===== config.mk =====
export PLATFORM = sky130hd
export DESIGN_NAME = heater_drive_pattern_controller
export DESIGN_NICKNAME = d
export VERILOG_FILES = /design/src/rtl/hdpc_pkg.sv /design/src/rtl/hdpc_regs.sv /design/src/rtl/heater_drive_pattern_controller.sv
export SDC_FILE = /design/constraint.sdc
export NUM_CORES = 1
export LEC_CHECK = 0
export ABC_AREA = 1
export BUFFER_PORTS_ARGS = -buffer_cell sky130_fd_sc_hd__buf_4
export CAP_MARGIN = 20
export CORE_MARGIN = 2
export CORE_UTILIZATION = 65
export CTS_BUF_LIST = sky130_fd_sc_hd__clkbuf_4 sky130_fd_sc_hd__clkbuf_8
export CTS_CLUSTER_DIAMETER = 150
export DETAILED_ROUTE_END_ITERATION = 8
export PLACE_DENSITY = 0.85
export SYNTH_ARGS = -nofsm -noshare
export SYNTH_HDL_FRONTEND = slang
export SYNTH_SLANG_ARGS = --single-unit

===== constraint.sdc =====
create_clock -name clk -period 4.25 [get_ports clk]
set_input_delay 0.425 -clock clk [delete_from_list [all_inputs] [get_ports clk]]
set_output_delay 0.425 -clock clk [all_outputs]
set_load 0.01 [all_outputs]

===== src/rtl/hdpc_pkg.sv =====
// shared types and constants for the heater drive pattern controller
package hdpc_pkg;

  localparam int ADDR_W = 5;
  localparam int DATA_W = 32;
  localparam int TICK_W = 16;

  typedef enum logic [1:0] {
    ACT_TICK   = 2'd0,
    ACT_ENABLE = 2'd1,
    ACT_DEMAND = 2'd2,
    ACT_ALARM  = 2'd3
  } action_t;

  typedef enum logic [1:0] {
    MODE_NONE  = 2'd0,
    MODE_ALARM = 2'd1,
    MODE_IDLE  = 2'd2
  } mode_t;

  typedef enum logic [2:0] {
    REG_ALARM_BLIP = 3'd0,
    REG_ALARM_REST = 3'd1,
    REG_IDLE_WAIT  = 3'd2,
    REG_IDLE_PULSE = 3'd3,
    REG_IDLE_REST  = 3'd4
  } reg_index_t;

  localparam logic [TICK_W-1:0] ALARM_BLIP_RESET = 16'd500;
  localparam logic [TICK_W-1:0] ALARM_REST_RESET = 16'd28500;
  localparam logic [TICK_W-1:0] IDLE_WAIT_RESET  = 16'd30000;
  localparam logic [TICK_W-1:0] IDLE_PULSE_RESET = 16'd3000;
  localparam logic [TICK_W-1:0] IDLE_REST_RESET  = 16'd27000;

  typedef struct packed {
    logic [1:0] action;
    logic       value;
  } in_word_t;

  typedef struct packed {
    logic       heater_drive;
    logic [1:0] pattern;
  } out_word_t;

  typedef struct packed {
    logic [TICK_W-1:0] alarm_blip_ticks;
    logic [TICK_W-1:0] alarm_rest_ticks;
    logic [TICK_W-1:0] idle_wait_ticks;
    logic [TICK_W-1:0] idle_pulse_ticks;
    logic [TICK_W-1:0] idle_rest_ticks;
  } cfg_t;

endpackage


===== src/rtl/hdpc_regs.sv =====
// apb register file holding the phase length settings
module hdpc_regs
  import hdpc_pkg::*;
(
  input  logic              clk,
  input  logic              rst,
  input  logic              psel,
  input  logic              penable,
  input  logic              pwrite,
  input  logic [ADDR_W-1:0] paddr,
  input  logic [DATA_W-1:0] pwdata,
  output logic [DATA_W-1:0] prdata,
  output cfg_t              cfg
);

  logic       wr_en;
  reg_index_t idx;

  assign wr_en = psel && penable && pwrite;
  assign idx   = reg_index_t'(paddr[ADDR_W-1:2]);

  always_ff @(posedge clk) begin
    if (rst) begin
      cfg.alarm_blip_ticks <= ALARM_BLIP_RESET;
      cfg.alarm_rest_ticks <= ALARM_REST_RESET;
      cfg.idle_wait_ticks  <= IDLE_WAIT_RESET;
      cfg.idle_pulse_ticks <= IDLE_PULSE_RESET;
      cfg.idle_rest_ticks  <= IDLE_REST_RESET;
    end else if (wr_en) begin
      case (idx)
        REG_ALARM_BLIP: cfg.alarm_blip_ticks <= pwdata[TICK_W-1:0];
        REG_ALARM_REST: cfg.alarm_rest_ticks <= pwdata[TICK_W-1:0];
        REG_IDLE_WAIT:  cfg.idle_wait_ticks  <= pwdata[TICK_W-1:0];
        REG_IDLE_PULSE: cfg.idle_pulse_ticks <= pwdata[TICK_W-1:0];
        REG_IDLE_REST:  cfg.idle_rest_ticks  <= pwdata[TICK_W-1:0];
        default: ;
      endcase
    end
  end

  always_comb begin
    prdata = '0;
    case (idx)
      REG_ALARM_BLIP: prdata[TICK_W-1:0] = cfg.alarm_blip_ticks;
      REG_ALARM_REST: prdata[TICK_W-1:0] = cfg.alarm_rest_ticks;
      REG_IDLE_WAIT:  prdata[TICK_W-1:0] = cfg.idle_wait_ticks;
      REG_IDLE_PULSE: prdata[TICK_W-1:0] = cfg.idle_pulse_ticks;
      REG_IDLE_REST:  prdata[TICK_W-1:0] = cfg.idle_rest_ticks;
      default:        prdata = '0;
    endcase
  end

endmodule


===== src/rtl/heater_drive_pattern_controller.sv =====
// top level: flag state, phase countdown and result register
//
// usage
//   input channel (in_valid/in_ready/in_word): one word per tick or flag change;
//   action 0 is a one-millisecond tick, 1/2/3 set enable/demand/alarm to value
//   output channel (out_valid/out_ready/out_word): one word per input word with
//   the heater level and the active timed pattern after that input
//   apb port: five 16-bit phase lengths at byte addresses 0, 4, 8, 12, 16;
//   pready is tied high, writes land at the access cycle; program only when idle
// latency and throughput
//   the result appears one cycle after the input word is taken; the flag and
//   countdown update is a single cycle of logic, so one word is taken per cycle
// reset
//   rst is synchronous and active high; all flags, the countdown and the output
//   level clear, no pattern is active, and registers return to their defaults
// stalls
//   the result register holds while out_ready is low, and in_ready drops with it;
//   a new word is taken in the same cycle that the held result is taken
module heater_drive_pattern_controller
  import hdpc_pkg::*;
(
  input  logic              clk,
  input  logic              rst,
  input  logic              in_valid,
  output logic              in_ready,
  input  in_word_t          in_word,
  output logic              out_valid,
  input  logic              out_ready,
  output out_word_t         out_word,
  input  logic              psel,
  input  logic              penable,
  input  logic              pwrite,
  input  logic [ADDR_W-1:0] paddr,
  input  logic [DATA_W-1:0] pwdata,
  output logic [DATA_W-1:0] prdata,
  output logic              pready
);

  cfg_t cfg;

  logic              enabled_flag, enabled_flag_next;
  logic              demand_flag, demand_flag_next;
  logic              alarm_flag, alarm_flag_next;
  logic              drive_level, drive_level_next;
  mode_t             pattern_mode, pattern_mode_next;
  logic [1:0]        phase_step, phase_step_next;
  logic [TICK_W-1:0] ticks_left, ticks_left_next;
  logic              restart;
  logic [1:0]        step_inc;
  logic              accept;

  assign pready   = 1'b1;
  assign in_ready = !out_valid || out_ready;
  assign accept   = in_valid && in_ready;
  assign step_inc = phase_step + 2'd1;

  hdpc_regs u_regs (
    .clk     (clk),
    .rst     (rst),
    .psel    (psel),
    .penable (penable),
    .pwrite  (pwrite),
    .paddr   (paddr),
    .pwdata  (pwdata),
    .prdata  (prdata),
    .cfg     (cfg)
  );

  always_comb begin
    enabled_flag_next = enabled_flag;
    demand_flag_next  = demand_flag;
    alarm_flag_next   = alarm_flag;
    drive_level_next  = drive_level;
    pattern_mode_next = pattern_mode;
    phase_step_next   = phase_step;
    ticks_left_next   = ticks_left;
    restart           = 1'b0;
    case (action_t'(in_word.action))
      ACT_TICK: begin
        if (pattern_mode != MODE_NONE) begin
          if (ticks_left <= 16'd1) begin
            if (pattern_mode == MODE_ALARM) begin
              phase_step_next  = step_inc;
              drive_level_next = !step_inc[0];
              ticks_left_next  = (step_inc == 2'd3) ? cfg.alarm_rest_ticks
                                                    : cfg.alarm_blip_ticks;
            end else if (phase_step == 2'd1) begin
              phase_step_next  = 2'd2;
              drive_level_next = 1'b0;
              ticks_left_next  = cfg.idle_rest_ticks;
            end else begin
              phase_step_next  = 2'd1;
              drive_level_next = 1'b1;
              ticks_left_next  = cfg.idle_pulse_ticks;
            end
          end else begin
            ticks_left_next = ticks_left - 16'd1;
          end
        end
      end
      ACT_ENABLE: begin
        if (enabled_flag != in_word.value) begin
          enabled_flag_next = in_word.value;
          restart           = 1'b1;
        end
      end
      ACT_DEMAND: begin
        if (demand_flag != in_word.value) begin
          demand_flag_next = in_word.value;
          restart          = !alarm_flag;
        end
      end
      ACT_ALARM: begin
        if (alarm_flag != in_word.value) begin
          alarm_flag_next = in_word.value;
          restart         = 1'b1;
        end
      end
      default: ;
    endcase
    if (restart) begin
      phase_step_next = 2'd0;
      ticks_left_next = '0;
      if (!enabled_flag_next) begin
        drive_level_next  = 1'b0;
        pattern_mode_next = MODE_NONE;
      end else if (alarm_flag_next) begin
        drive_level_next  = 1'b1;
        pattern_mode_next = MODE_ALARM;
        ticks_left_next   = cfg.alarm_blip_ticks;
      end else if (demand_flag_next) begin
        drive_level_next  = 1'b1;
        pattern_mode_next = MODE_NONE;
      end else begin
        drive_level_next  = 1'b0;
        pattern_mode_next = MODE_IDLE;
        ticks_left_next   = cfg.idle_wait_ticks;
      end
    end
  end

  always_ff @(posedge clk) begin
    if (rst) begin
      enabled_flag <= 1'b0;
      demand_flag  <= 1'b0;
      alarm_flag   <= 1'b0;
      drive_level  <= 1'b0;
      pattern_mode <= MODE_NONE;
      phase_step   <= 2'd0;
      ticks_left   <= '0;
      out_valid    <= 1'b0;
    end else begin
      if (accept) begin
        enabled_flag <= enabled_flag_next;
        demand_flag  <= demand_flag_next;
        alarm_flag   <= alarm_flag_next;
        drive_level  <= drive_level_next;
        pattern_mode <= pattern_mode_next;
        phase_step   <= phase_step_next;
        ticks_left   <= ticks_left_next;
        out_valid    <= 1'b1;
      end else if (out_ready) begin
        out_valid <= 1'b0;
      end
    end
  end

  always_ff @(posedge clk) begin
    if (accept) begin
      out_word.heater_drive <= drive_level_next;
      out_word.pattern      <= pattern_mode_next;
    end
  end

  a_none_no_count: assert property (@(posedge clk) disable iff (rst)
    pattern_mode == MODE_NONE |-> ticks_left == '0)
    else $error("countdown running with no pattern");

  a_alarm_level: assert property (@(posedge clk) disable iff (rst)
    pattern_mode == MODE_ALARM |-> drive_level == !phase_step[0])
    else $error("alarm level does not match phase");

  a_idle_level: assert property (@(posedge clk) disable iff (rst)
    pattern_mode == MODE_IDLE |-> drive_level == (phase_step == 2'd1))
    else $error("idle level does not match phase");

  a_disabled_low: assert property (@(posedge clk) disable iff (rst)
    !enabled_flag |-> (!drive_level && pattern_mode == MODE_NONE))
    else $error("output active while disabled");

  a_result_follows: assert property (@(posedge clk) disable iff (rst)
    accept |=> (out_valid && out_word.heater_drive == drive_level
                && out_word.pattern == pattern_mode))
    else $error("result word does not match state");

endmodule


## Yosys cells after proc, flatten, opt, wreduce, memory -nomap -nowiden

Cells that the tools add are included.

- Register bits after elaboration: 108
- Input bits: 47
- Output and inout bits: 38
- Word-level logic and storage cells: 94

- Add/sub/neg operators: 2
- Order comparisons: 1
- Equality and inequality tests: 13
- Multiplexer cells: 42
- Reduce and logical (&&, ||, !) cells: 21

Operator list:

| kind | count |
|---|---|
| two-way mux 16 bit | 10 |
| case mux 16 bit (5 select lines) | 1 |
| two-way mux 1 bit | 20 |
| two-way mux 2 bit | 10 |
| <= comparator 16 x 1 -> 1 bit (second input constant) | 1 |
| subtractor 16 x 1 -> 16 bit (second input constant) | 1 |
| AND reduction 2 bit | 5 |
| nonzero test 2 bit | 5 |
| equality test 2 x 1 -> 1 bit (second input constant) | 3 |
| equality test 2 bit (second input constant) | 3 |
| equality test 3 x 2 -> 1 bit (second input constant) | 2 |
| AND reduction 4 bit | 1 |
| equality test 3 x 1 -> 1 bit (second input constant) | 1 |
| equality test 3 bit (second input constant) | 1 |
| logical AND 1 bit | 3 |
| logical NOT 1 bit | 3 |
| logical NOT 3 bit | 1 |
| != test 1 bit | 3 |
| case mux 1 bit (3 select lines) | 1 |
| AND reduction 3 bit | 1 |
| adder 2 x 1 -> 2 bit (second input constant) | 1 |
| logical NOT 2 bit | 1 |
| logical OR 1 bit | 1 |

## Longest topological paths before layout

Gate-level depths: netlist of the first run.

- Depth in word-level cells: 8
- Depth in mapped cells: 14
- Gate-level depth less buffers: 13

## By module

From an unflattened synthesis of the first run, not the netlist that was laid out.

- Cells, all modules: 1172
- Area, all modules: 6895.4 sq um

Modules (own cells, without submodules):

| module | instances | cells each | area each (sq um) | seq. area each (sq um) |
|---|---|---|---|---|
| hdpc_regs | 1 | 617 | 4006.3 | 1601.5 |
| heater_drive_pattern_controller | 1 | 555 | 2889.0 | 590.6 |

## Worst setup path before layout of the first run

Ideal clock, no wire load.

- Kind: input-to-output
- Start point: in paddr[2]
- End point: out prdata[2]
- Arrival time: 1.327 ns
- Required time: 3.825 ns
- Setup slack: 2.498 ns
- Stages on the path: 6
- Path buffers: 1
- Path through: nor3_2 -> buf_2 -> nand2_1 -> o21ai_0 -> a21oi_1 -> o211ai_1

- Cells in the longest elaborated chain, start to end: 2
- Elaborated cells on any way between the ends: 6
- Classes of those cells: eq/ne (4); mux (1); reduce/logical (1)

RTL lines:

| item | line | RTL |
|---|---|---|
| from (decl) | heater_drive_pattern_controller.sv:33 | `input logic [ADDR_W-1:0] paddr,` |
| equality test 3 bit, or another cell as far along | hdpc_regs.sv:43 | `case (idx)` |
| case mux 16 bit (5 select lines) (*) | hdpc_regs.sv:43 |  |
| to (decl) | heater_drive_pattern_controller.sv:35 | `output logic [DATA_W-1:0] prdata,` |

Every way passes the cells marked *; elsewhere a longest branch is shown, timed or not.

## Worst setup path after layout of the first run

- Start point: reg ticks_left[0]
- End point: reg ticks_left[9]

- Cells in the longest elaborated chain, start to end: 5
- Elaborated cells on any way between the ends: 6
- Classes of those cells: add/sub (1); order compare (1); mux (4)

RTL lines:

| item | line | RTL |
|---|---|---|
| from (decl) | heater_drive_pattern_controller.sv:47 | `logic [TICK_W-1:0] ticks_left, ticks_left_next;` |
| from (signal assigned) | heater_drive_pattern_controller.sv:160 | `ticks_left <= ticks_left_next;` |
| subtractor 16 x 1 -> 16 bit or <= comparator 16 x 1 -> 1 bit (tied branches) | heater_drive_pattern_controller.sv:97, heater_drive_pattern_controller.sv:81 |  |
| two-way mux 16 bit (*) | heater_drive_pattern_controller.sv:81 | `if (ticks_left <= 16'd1) begin` |
| two-way mux 16 bit (*) | heater_drive_pattern_controller.sv:80 | `if (pattern_mode != MODE_NONE) begin` |
| two-way mux 16 bit (*) | heater_drive_pattern_controller.sv:78 | `case (action_t'(in_word.action))` |
| two-way mux 16 bit (*) | heater_drive_pattern_controller.sv:121 | `if (restart) begin` |

Every way passes the cells marked *; elsewhere a longest branch is shown, timed or not. The select of a mux whose other input is x is not followed.
A chain may end at the register's enable or synchronous reset.

==> results of run 1 <==
## registers in the layout, indices dropped and copies added, names as in the netlist
signal and count:
phase_step 2, drive_level 1, ticks_left 16, demand_flag 1, out_word 3, alarm_flag 1
pattern_mode 2, out_valid 1, enabled_flag 1, u_regs.cfg 80
## synthesized netlist by cell type, drive strengths merged
cell type	n
dfxtp	105
conb	2
nor3	3
o2111ai	5
xnor2	1
nor2	132
o22ai	1
o221ai	1
o211ai	18
nand3	92
nand3b	2
inv	94
nand2	265
edfxtp	3
ha	4
nand4	11
xor2	3
buf	36
a221oi	2
o21ai	97
clkbuf	25
a22oi	5
a21oi	59
## routing by layer
| layer | up-vias | part of all wire |
|---|---|---|
| met2 | 330 | 0.43 |
| met5 | - | 0 |
| met4 | 0 | 0.013 |
| li1 | 3152 | - |
| met3 | 25 | 0.094 |
| met1 | 2798 | 0.46 |
## placed cells by master (no fill, tap or decap), types with 2 or more instances in the layout
cell type,n
buf_4,55
nor2_4,4
nand3_1,89
nand3b_1,2
nand4_1,11
o2111ai_1,5
o21ai_1,6
nor2_2,4
dfxtp_1,105
xor2_1,3
inv_1,85
edfxtp_1,3
o21ai_0,90
nand2_2,6
clkinvlp_4,2
o211ai_1,18
nand3_2,2
nand2_1,258
nor2_1,124
a221oi_1,2
conb_1,17
inv_2,9
a21oi_1,58
ha_1,4
a22oi_1,5
nor3_2,2
clkbuf_8,9
## worst paths after layout
check              endpoint  slack (ns)  cells after the start
max           ticks_left[9]        1.78                      9
min          u_regs.cfg[62]        0.30                      3
max reg2reg   ticks_left[9]        1.78                      9
min reg2reg  u_regs.cfg[22]        0.48                      2
## metrics by stage
step | instances | hold slack [ns] | power, uW
6_report | 1101 | 0.301 | 2310
2_1_floorplan | 981 | 0.445 | 1540
3_3_place_gp | 1086 | 0.458 | 1680
4_1_cts | 1100 | 0.291 | 2300
3_5_place_dp | 1086 | 0.467 | 1690
5_1_grt | 1101 | 0.309 | 2430
## power by group through the flow
stage	Clock, uW	Sequential [uW]	Combinational, uW
floorplan	0	1100	445
global placement	0	1100	581
detailed placement	0	1100	588
CTS	627	1080	593
global route	663	1090	685
finish	627	1080	604
## kinds of logic after synthesis
| group | Yosys count | synth area share |
|---|---|---|
| xor gates and xnor gates | 4 | 0.00569 |
| DFF | 108 | 0.356 |
| buffers and inverters | 155 | 0.113 |
| adders and majority gates | 4 | 0.00812 |
| AOI/OAI and AO/OA | 188 | 0.168 |
| other | 2 | 0.00122 |
| and+or+nand+nor | 505 | 0.348 |
## worst max-delay path: cells and delay by family (launching register included)
| kind | cells | cell delay (ns) |
|---|---|---|
| compound gates | 2 | 0.67 |
| fa+ha+maj | 1 | 0.21 |
| buf+inv | 1 | 0.10 |
| flops | 1 | 0.34 |
| simple gates | 5 | 1.07 |
## cell type report
cell class	instances	area (sq um)
well taps	111	139
multi-input cells	718	3330
repair buffers	56	424
inverters	94	353
flip-flops and latches	108	2190
clock buffers	10	131
clock inverters	4	51.3
fillers	842	2570
==> impl_metrics.tcl, run 1 <==
set metrics [dict create \
    die_h_um 101 \
    syn_inst 966 \
    coreArea_sq_um 9200 \
    gp_congestion 0.908 \
    setup_tns_ns 0 \
    die-area_sq_um 10300 \
    grt_max_degree 53 \
    cp_max_fo 14 \
    dpl_worst_slack_ns 1.76 \
    track_usage 0.332 \
    yosysUniqueCellTypes 36 \
    crit_path_frequent_cell "nor2_1" \
    cp-end-kind "flip-flop" \
    fmax_mhz 404 \
    cts_hold_buf 0 \
    pwr-share-comb 0.261 \
    dr.pass1.iters 5 \
    tightest_slew_ns 0.883 \
    use_met3 0.0428 \
    grt_pass1_vias 5424 \
    cp.arrival_ns 2.74 \
    drc 0 \
    critPathKind "flip-flop to flip-flop" \
    dpl.hpwl_um 11900 \
    use_met2 0.501 \
    netlist_area_sq_um 6160 \
    antenna_left 0 \
    routed_wl_um 16600 \
    ys_seq_elements 108 \
    clk_pin_slew_worst_paths_ns 0.10 \
    use_met1 0.506 \
    slew_headroom 0.407 \
    rsz0062_at_grt "no" \
    fin_ws_ns 1.78 \
    antenna_found_initial 0 \
    switchingPower_uw 792 \
    r2r-start "ticks_left[0]" \
    avgSynthCellArea_sq_um 6.38 \
    cts_tree "yes" \
    final.min_clock_period_ns 2.47 \
    grt_pass1_wl_um 27300 \
    cts.sinks 108 \
    pin_count 85 \
    yosysTopAreaCell "dfxtp_1" \
    drive_above_1_share 0.102 \
    wire_per_inst_um 15.1 \
    insertion_delay_ns 0.37 \
    io_buffers 49 \
    fp-row-count 35 \
    postCtsSetupBuffers 0 \
    final_cell_area_sq_um 6620 \
    synth.top_cell.area_share 0.341 \
    slowest_delay_ns 0.58 \
    synth_warnings 0 \
    final_core_util 0.720 \
    areaGrowthSynthToFinish_pct 7.47 \
    fin_worst_skew_ns 0.00854 \
    swShare 0.343 \
    cts_resized 0 \
    power.density_nw_per_um2 349 \
    vias 6305 \
    grt.overflow.total 0 \
    crit_chain "inv_1, ha_1, nand2_2, a21oi_2, nand2_1, nand3_1, a21oi_1, nor2_1, nor2_1" \
    min_from "pwdata[14]" \
    start_util 0.670 \
    num-nets-final 1038 \
    p_clk_frac 0.271 \
    crit_slowest_cell "a21oi_2" \
    outcome "finished clean" \
    p_leak_uw 0.00311 \
    clockRootBuffer "clkbuf_8" \
    seqPwrFrac 0.468 \
    ys_top_cells_by_area "dfxtp_1 34%, nand2_1 16%, nor2_1 7.6%" \
    cp.required_ns 4.52 \
    p_int_uw 1520 \
    ys_seq_area_frac 0.356 \
    vias_per_cell 5.73 \
    htree_levels 3 \
    finalCritPeriodShare 0.582 \
    cts_buffers 9 \
    worst_setup_path_start_kind "flip-flop" \
    busiest_layer "met1" \
    slew_viol_final 0 \
    setup_viol 0 \
    antenna_cells 0 \
    initialDrtViolationCount 623 \
    report.final.hold_viol_count 0 \
    die_w_um 101 \
    placed_cell_area_sq_um 6430 \
    vdd_drop_max_v 0.000202 \
    hold_class "primary input to flip-flop" \
    startpoint "ticks_left[0]" \
    cts.path.max_buffers 2 \
    max_cap_violations 0 \
]
(Power assumes the default switching activity.)
==> run 2: changes to the inputs <==
Settings changed: ABC_AREA 1 to 0, CORE_UTILIZATION 65 to 54, PLACE_DENSITY 0.85 to 0.75.
Clock period 4.25 ns to 2 ns, I/O delays scaled along.
==> impl_metrics.tcl, run 2 <==
set metrics [dict create \
    outcome "finished, violations left" \
    violations "negative setup slack" \
    slew_viol_final 0 \
    synth.most_common_cell "nand2_1" \
    dpl.hpwl_um 12300 \
    fmax_mhz 497 \
    clockRootBuffer "clkbuf_8" \
    die_w_um 110 \
    vdd_drop_max_v 0.000340 \
    grt_pass1_wl_um 29000 \
    max_cap_violations 0 \
    synth_flop_cell "dfxtp_1" \
    crit_chain "nor4_4, buf_4, nand4_1, or3_4, buf_12, o21ai_0, o211a_1, nor3_2" \
    routed_wl_um 18500 \
    use_met2 0.483 \
    final.min_clock_period_ns 2.01 \
    pin_count 85 \
    switchingPower_uw 1440 \
    cp.required_ns 2.29 \
    yosysUniqueCellTypes 60 \
    vias 6089 \
    final_cell_mix "150 x nand2_1, 101 x dfxtp_1, 96 x buf_4, 71 x a21oi_1, 63 x nor2_1" \
    use_met1 0.426 \
    antenna_cells 0 \
    seqPwrFrac 0.472 \
    num-nets-final 881 \
    cp.buffers_inverters 2 \
    critPathKind "flip-flop to flip-flop" \
    fp-row-count 38 \
    hold_slack_ns 0.0556 \
    antenna_left 0 \
    cts.sinks 108 \
    top_register "u_regs.cfg" \
    coreArea_sq_um 10900 \
    synth_edf_count 3 \
    r2r-start "ticks_left[3]" \
    swShare 0.299 \
    layout_commonest_cell "nand2_1" \
    die_h_um 110 \
    fin_ws_ns -0.0139 \
    track_usage 0.308 \
    slew_headroom 0.484 \
    crit_slowest_cell "or3_4" \
    cp_max_fo 23 \
    yosysTopAreaCell "dfxtp_1" \
    largest_reg_flops 80 \
    antenna_found_initial 0 \
    fin_worst_skew_ns 0.0104 \
    grt.overflow.total 0 \
    min_from "in_valid" \
    cts_tree "yes" \
    setup_viol 1 \
    dpl_worst_slack_ns -0.00491 \
    placed_cell_area_sq_um 6850 \
    reg_top3 "u_regs.cfg: 80 flops, ticks_left: 16 flops, out_word: 3 flops" \
    ys_top_cells_by_count "154 x nand2_1, 105 x dfxtp_1, 73 x a21oi_1, 64 x nor2_1, 46 x mux2i_1" \
    die-area_sq_um 12200 \
    report.final.hold_viol_count 0 \
    slowest_delay_ns 0.37 \
    cts_buffers 9 \
    pwr-share-comb 0.222 \
    rsz0062_at_grt "yes" \
    grt_max_degree 60 \
    drive_above_1_share 0.187 \
    p_int_uw 3370 \
    start_util 0.558 \
    gp_congestion 0.912 \
    cts.path.max_buffers 2 \
    ys_top_cells_by_area "dfxtp_1 34%, nand2_1 9.5%, mux2i_1 7.6%" \
    areaGrowthSynthToFinish_pct 17.2 \
    rrSetupSlack_ns -0.01 \
    clk_pin_slew_worst_paths_ns 0.10 \
    power.density_nw_per_um2 673 \
    setup_tns_ns -0.0139 \
    syn_inst 777 \
    dr.pass1.iters 8 \
    busiest_layer "met2" \
    initialDrtViolationCount 680 \
    ys_async_sr_fraction 0 \
    p_clk_frac 0.307 \
    io_buffers 49 \
    cp-end-kind "flip-flop" \
    netlist_area_sq_um 6100 \
    insertion_delay_ns 0.39 \
    avgSynthCellArea_sq_um 7.85 \
    hold_path_end "out_valid" \
    finalCritPeriodShare 1.01 \
    final_core_util 0.654 \
    p_leak_uw 0.00281 \
    synth.top_cell.area_share 0.345 \
    cp_top_family "simple AND/OR/NAND/NOR gates" \
    use_met3 0.0417 \
    wire_per_inst_um 18.9 \
    ys_seq_elements 108 \
    vias_per_cell 6.25 \
    rr_endpoint "ticks_left[10]" \
    ys_seq_area_frac 0.360 \
    ff2ff_path_depth 8 \
    min_path_cells 3 \
    worst_setup_path_start_kind "flip-flop" \
    hold_class "primary input to flip-flop" \
    tightest_slew_ns 0.775 \
    grt_pass1_vias 5709 \
    cp.arrival_ns 2.30 \
    synth_warnings 0 \
    final_cell_area_sq_um 7150 \
    drc 0 \
    htree_levels 3 \
    postCtsSetupBuffers 0 \
]
==> run 2: cell families (layout without fill, tap and decap cells) <==
kind of cell | count (synthesis) | after routing | synth area share
other | 2 | 17 | 0.00123
AOI/OAI and AO/OA | 197 | 197 | 0.217
DFF | 108 | 108 | 0.360
and+or+nand+nor | 318 | 318 | 0.248
adders and majority gates | 4 | 4 | 0.00821
muxes | 48 | 48 | 0.0792
xor gates and xnor gates | 13 | 13 | 0.0187
buffers and inverters | 87 | 130 | 0.0685
==> run 2: how the worst max path moves through the flow <==
stage                             start             end  slack (ns)  cells after the start
final                     ticks_left[3]  ticks_left[10]       -0.01                      8
after floorplan           ticks_left[0]     drive_level        0.01                      8
after global routing      ticks_left[3]   phase_step[1]       -0.06                      7
after detailed placement  ticks_left[2]  ticks_left[12]      -0.005                      6
after global placement    ticks_left[2]     drive_level        0.02                      6
after CTS                 ticks_left[4]  ticks_left[14]        0.01                      6
==> run 2: layout make-up <==
| type | instances | area [sq um] |
|---|---|---|
| sequential | 108 | 2200 |
| inverter | 10 | 37.5 |
| fill | 944 | 3790 |
| multi-input combinational | 597 | 3640 |
| clock buffer | 13 | 173 |
| timing repair buffer | 104 | 881 |
| clock inverter | 3 | 43.8 |
| tap | 140 | 175 |
==> run 2: power groups by stage <==
stage	Sequential, uW	Clock [uW]	Combinational [uW]
after floorplan	2310	0	669
after global placement	2310	0	960
after detailed placement	2310	0	984
after CTS	2260	1470	996
after global routing	2280	1560	1150
final	2270	1480	1070
==> run 2: per-stage QoR <==
stage	instances	total power [uW]
floorplan	792	2980
global placement	959	3270
detailed placement	959	3300
CTS	975	4730
global route	975	5000
finish	975	4810
==> run 2: what timing repair did <==
item | 4_1_cts | 5_1_grt
hold buffers | 0 | 0
gates resized for setup | 1 | 22
endpoints found under the setup margin | 4 | 19
hold endpoints to repair | 0 | 0
pin swaps | 3 | 14
==> run 2: per-layer routing <==
| metal | wire, um | share of wire |
|---|---|---|
| met1 | 7570 | 0.41 |
| met2 | 8530 | 0.46 |
| met3 | 1810 | 0.098 |
| met4 | 563 | 0.030 |
| met5 | 0 | 0 |
==> run 2: worst register-to-register path, cell delays in order (launching register included) <==
cell and delay (ns):
dfxtp_2 0.35, nor4_4 0.29, buf_4 0.16, nand4_1 0.09, or3_4 0.37, buf_12 0.18
o21ai_0 0.22, o211a_1 0.22, nor3_2 0.05
